<file path="src/rtl/core/spq_pkg.sv">
// Shared constants and types for the stable priority queue.
package spq_pkg;

  localparam int DEPTH        = 16;
  localparam int PRIO_BITS    = 16;
  localparam int PAYLOAD_BITS = 16;
  localparam int CNT_W        = $clog2(DEPTH + 1);

  localparam logic FUNC_ENQ = 1'b0;
  localparam logic FUNC_DEQ = 1'b1;

  typedef struct packed {
    logic [PRIO_BITS-1:0]    prio;
    logic [PAYLOAD_BITS-1:0] pay;
  } entry_t;

  typedef struct packed {
    logic enq;
    logic deq;
  } cell_ctrl_t;

endpackage

</file>
<file path="src/rtl/core/stable_priority_queue_top.sv">
// Stable priority queue: a row of sorting cells with an entry count and result register.
// A request accepted at one edge gives its result, with done high, in the next cycle.
// Throughput: one request per cycle; busy stays low, all cells compare in parallel.
// Reset (rst, synchronous): the queue becomes empty and no result is pending.
// Results are shown for one cycle only; the receiver cannot stall them.
module stable_priority_queue_top (
  input  logic        clk,
  input  logic        rst,
  input  logic        start,
  output logic        busy,
  input  logic        func,
  input  logic [15:0] priority_req,
  input  logic [15:0] payload,
  output logic        done,
  output logic        out_valid,
  output logic [15:0] out_payload,
  output logic [15:0] out_priority,
  output logic        rejected,
  output logic        is_empty,
  output logic        is_full
);

  logic [spq_pkg::CNT_W-1:0] count;
  logic [spq_pkg::CNT_W-1:0] count_next;
  spq_pkg::cell_ctrl_t       ctrl;
  spq_pkg::entry_t           new_entry;
  spq_pkg::entry_t           entries [spq_pkg::DEPTH];
  logic [spq_pkg::DEPTH-1:0] ge;
  logic [spq_pkg::DEPTH-1:0] occupied;
  logic                      full;
  logic                      empty;

  assign busy  = 1'b0;
  assign full  = (count == spq_pkg::CNT_W'(spq_pkg::DEPTH));
  assign empty = (count == '0);

  assign new_entry.prio = spq_pkg::PRIO_BITS'(priority_req);
  assign new_entry.pay  = spq_pkg::PAYLOAD_BITS'(payload);

  always_comb begin
    ctrl.enq   = start && (func == spq_pkg::FUNC_ENQ) && !full;
    ctrl.deq   = start && (func == spq_pkg::FUNC_DEQ) && !empty;
    count_next = count;
    if (ctrl.enq) begin
      count_next = count + 1'b1;
    end else if (ctrl.deq) begin
      count_next = count - 1'b1;
    end
  end

  for (genvar i = 0; i < spq_pkg::DEPTH; i++) begin : g_cell
    spq_pkg::entry_t left_entry;
    spq_pkg::entry_t right_entry;
    logic            left_ge;

    assign occupied[i] = (count > spq_pkg::CNT_W'(i));

    if (i == 0) begin : g_head
      assign left_entry = new_entry;
      assign left_ge    = 1'b1;
    end else begin : g_body
      assign left_entry = entries[i-1];
      assign left_ge    = ge[i-1];
    end

    if (i == spq_pkg::DEPTH - 1) begin : g_tail
      assign right_entry = '0;
    end else begin : g_inner
      assign right_entry = entries[i+1];
    end

    spq_cell u_cell (
      .clk         (clk),
      .ctrl        (ctrl),
      .new_entry   (new_entry),
      .left_entry  (left_entry),
      .left_ge     (left_ge),
      .right_entry (right_entry),
      .occupied    (occupied[i]),
      .ge          (ge[i]),
      .entry       (entries[i])
    );
  end

  always_ff @(posedge clk) begin
    if (rst) begin
      count <= '0;
      done  <= 1'b0;
    end else begin
      count <= count_next;
      done  <= start;
    end
  end

  // Result register; the payload fields need no reset.
  always_ff @(posedge clk) begin
    out_valid    <= ctrl.deq;
    out_payload  <= ctrl.deq ? 16'(entries[0].pay) : 16'd0;
    out_priority <= ctrl.deq ? 16'(entries[0].prio) : 16'd0;
    rejected     <= start && (func == spq_pkg::FUNC_ENQ) && full;
    is_empty     <= (count_next == '0);
    is_full      <= (count_next == spq_pkg::CNT_W'(spq_pkg::DEPTH));
  end

endmodule

</file>
<file path="src/rtl/core/spq_cell.sv">
// One slot of the sorted queue: holds an entry and shifts with its neighbors.
module spq_cell (
  input  logic               clk,
  input  spq_pkg::cell_ctrl_t ctrl,
  input  spq_pkg::entry_t    new_entry,
  input  spq_pkg::entry_t    left_entry,
  input  logic               left_ge,
  input  spq_pkg::entry_t    right_entry,
  input  logic               occupied,
  output logic               ge,
  output spq_pkg::entry_t    entry
);

  // A prefix of occupied cells with priority at least the new one stays put.
  assign ge = occupied && (entry.prio >= new_entry.prio);

  always_ff @(posedge clk) begin
    if (ctrl.enq && !ge) begin
      // first cell past the prefix takes the request, the rest shift right
      if (left_ge) begin
        entry <= new_entry;
      end else begin
        entry <= left_entry;
      end
    end else if (ctrl.deq) begin
      entry <= right_entry;
    end
  end

endmodule

</file>
<file path="config.mk">
export PLATFORM = sky130hd
export DESIGN_NAME = stable_priority_queue_top
export DESIGN_NICKNAME = d
export VERILOG_FILES = /design/src/rtl/core/spq_pkg.sv /design/src/rtl/core/stable_priority_queue_top.sv /design/src/rtl/core/spq_cell.sv
export SDC_FILE = /design/constraint.sdc
export NUM_CORES = 1
export LEC_CHECK = 0
export BUFFER_PORTS_ARGS = -buffer_cell sky130_fd_sc_hd__buf_2
export CAP_MARGIN = 20
export CORE_ASPECT_RATIO = 1.1
export CORE_UTILIZATION = 55
export DETAILED_ROUTE_END_ITERATION = 6
export GPL_TIMING_DRIVEN = 1
export PLACE_DENSITY_LB_ADDON = 0.08
export SLEW_MARGIN = 10
export SYNTH_ARGS = -nofsm -noshare
export SYNTH_HDL_FRONTEND = slang
export SYNTH_HIERARCHICAL = 1
export SYNTH_SLANG_ARGS = --single-unit
</file>
<file path="constraint.sdc">
create_clock -name clk -period 3.53 [get_ports clk]
set_input_delay 0.5295 -clock clk [delete_from_list [all_inputs] [get_ports clk]]
set_output_delay 0.5295 -clock clk [all_outputs]
set_load 0.02 [all_outputs]
</file>
==> results.py <==
metrics = {
    "sta": {
        "skew_ns": 0.0219,
        "drv_slew": 0,
        "rsz0062_at_grt": "false",
        "fin_crit_sh": 0.916,
        "max_freq_ghz": 0.309,
        "slew_headroom": 0.449,
        "setup-violations-final": 0,
        "setup_total_negative_slack_ns": 0,
        "worst_slew_pin_slew_ns": 0.805,
        "fin_crit_ns": 3.23,
        "hold_violations": 0,
    },
    "cts": {
        "post_cts_buffers": 0,
        "clock_latency_ns": 0.65,
        "cts_root_buf": "clkbuf_16",
        "cts_tree": "built",
        "hold_buffers": 0,
        "cts_buffers": 61,
        "cts_resized": 0,
        "clockBufferDepth": 3,
        "cts_sinks": 554,
        "h-tree-depth": 2,
        "clk_pin_slew_ns": 0.06,
    },
    "place": {
        "dp.cells": 3904,
        "dp.final_hpwl_um": 63800,
        "gp_congestion": 0.840,
        "numPortBuffers": 72,
    },
    "power_and_ir_drop": {
        "power.switching_mw": 12.1,
        "power_density_nw_per_um2": 874,
        "pwr-share-clk": 0.166,
        "power.ir.vdd_worst_v": 0.000507,
        "p_leak_nw": 18.5,
        "intPower_mw": 26.2,
        "power_frac_comb": 0.466,
        "p_sw_frac": 0.316,
        "pwr-share-seq": 0.367,
    },
    "critical_path": {
        "cp.arrival_ns": 3.63,
        "crit_fanout": 32,
        "reg2regPathDepth": 9,
        "slowest_delay_ns": 0.54,
        "crit_path_start_kind": "input pin",
        "cpMaxStageDelayCell": "or4b_4",
        "rrSetupSlack_ns": 0.33,
        "r2r-start": "count[0]",
        "cp.required_ns": 3.92,
        "timing.rr.end": "g_cell[3].u_cell/entry[25]",
        "critPathKind": "input pin to flop",
        "crit_path_cell_trace": "buf_2 -> buf_4 -> inv_1 -> ha_1 -> nand4_2 -> nor3_2 -> or4b_4 -> a31oi_4 -> buf_12 -> mux2_2 -> mux2_4",
        "critPathCaptureType": "flop",
    },
    "die": {
        "dieHeight_um": 281,
        "core_um2": 69500,
        "die_area_um2": 71800,
        "ios": 74,
        "start_util": 0.559,
        "rows": 101,
        "die_w_um": 256,
    },
    "final_layout": {
        "fin_util": 0.630,
        "antenna_cells": 0,
        "fin_nets": 3338,
        "fillers": 5206,
        "instances_no_fill": 4019,
        "area_delta_synth_final_pct": 12.7,
        "drive_above_1_share": 0.482,
    },
    "min_path": {
        "min_path_cells": 2,
        "worstHoldStart": "rst",
        "hold-path-endpoint": "count[1]",
        "hold_path.class": "input pin to flop",
    },
    "job": {
        "drv_cap": 0,
    },
    "detailed_routing": {
        "wl_per_cell_um": 20.3,
        "viasPerCell": 5.57,
        "num_vias": 22400,
        "drc": 0,
        "wirelength_um": 81600,
        "first_pass_iters": 5,
        "ant_nets": 0,
        "drt_iter0_drc": 1075,
    },
    "global_routing": {
        "antenna_found_initial": 0,
        "grt_max_degree": 34,
        "grt_pass1_wl_um": 132000,
        "grt_pass1_vias": 24100,
        "grt_usage": 0.229,
        "grt_overflow": 0,
    },
    "yosys": {
        "synth_cells": 2799,
        "synth_warnings": 6,
        "synth_area_um2": 38900,
        "syn_avg_cell_area_um2": 13.9,
    },
    "status": {
        "status": "finished clean",
    },
}
## placed cells by master, fill, tap and decap left out, types with 41 or more instances in the layout
cell type  count
inv_1        277
a21oi_1       67
mux2_2       561
buf_12        60
buf_4        136
clkbuf_16     64
dfxtp_1       42
ha_1         262
edfxtp_1     512
buf_2         72
nand2_1       91
mux2_4       465
nor2_1        41
## power by group through the flow
stage / clock network (mW) / registers (mW) / logic [mW]
3_3_place_gp: 0 / 14.1 / 17.2
4_1_cts: 6.56 / 14.1 / 18.0
3_5_place_dp: 0 / 14.2 / 17.9
6_report: 6.37 / 14.1 / 17.9
2_1_floorplan: 0 / 13.2 / 14.2
5_1_grt: 6.78 / 14.5 / 19.3
## worst max-delay path: cells and delay by family
| family | cells | cell delay, ns |
|---|---|---|
| buffers and inverters | 4 | 0.98 |
| AND/OR/NAND/NOR | 3 | 0.95 |
| multiplexers | 2 | 0.65 |
| adder cells (fa/ha/maj) | 1 | 0.29 |
| AO/OA/AOI/OAI | 1 | 0.18 |
## cell type report
type | count | area (um2) | area share
Tap cell | 927 | 1160 | 0.0265
Sequential cell | 554 | 16200 | 0.370
Multi-Input combinational cell | 1877 | 20800 | 0.474
Clock buffer | 99 | 1870 | 0.0428
Timing Repair Buffer | 268 | 2580 | 0.0589
Clock inverter | 16 | 153 | 0.00348
Inverter | 278 | 1040 | 0.0238
## state kept, by name, indices dropped and copies added (netlist names)
name and flops:
g_cell.u_cell/entry 512, out_payload 16, out_priority 16, count 5
done 1, is_empty 1, is_full 1, out_valid 1
rejected 1
## worst max-delay path by stage
stage                                   to             start  slack, ns  depth (start not counted)
6_report       g_cell[14].u_cell/entry[13]  priority_req[12]       0.30                         11
4_1_cts         g_cell[3].u_cell/entry[25]          count[0]       0.24                          9
5_1_grt         g_cell[3].u_cell/entry[29]          count[0]       0.15                          9
3_3_place_gp    g_cell[14].u_cell/entry[6]  priority_req[12]      -0.33                         11
2_1_floorplan    g_cell[0].u_cell/entry[0]          count[1]       0.02                         10
3_5_place_dp    g_cell[3].u_cell/entry[31]  priority_req[13]      -0.37                         10
## through the flow
stage | total power, mW | instance area (um2) | setup slack [ns] | hold slack (ns)
after global routing | 40.6 | 43800 | 0.150 | 0.108
after CTS | 38.6 | 43800 | 0.241 | 0.0867
after detailed placement | 32.1 | 41800 | -0.369 | 0.482
after floorplan | 27.4 | 39000 | 0.0185 | 0.444
final | 38.3 | 43800 | 0.297 | 0.134
after global placement | 31.2 | 41800 | -0.334 | 0.485
## layer usage
metal | up-vias | part of all wire | global-route usage
met4 | 0 | 0.025 | 0.0642
met2 | 318 | 0.50 | 0.406
met5 | - | 0 | 0
met3 | 109 | 0.027 | 0.0260
li1 | 10900 | - | -
met1 | 11000 | 0.45 | 0.294
No activity file was read; power rests on OpenSTA's default activity.
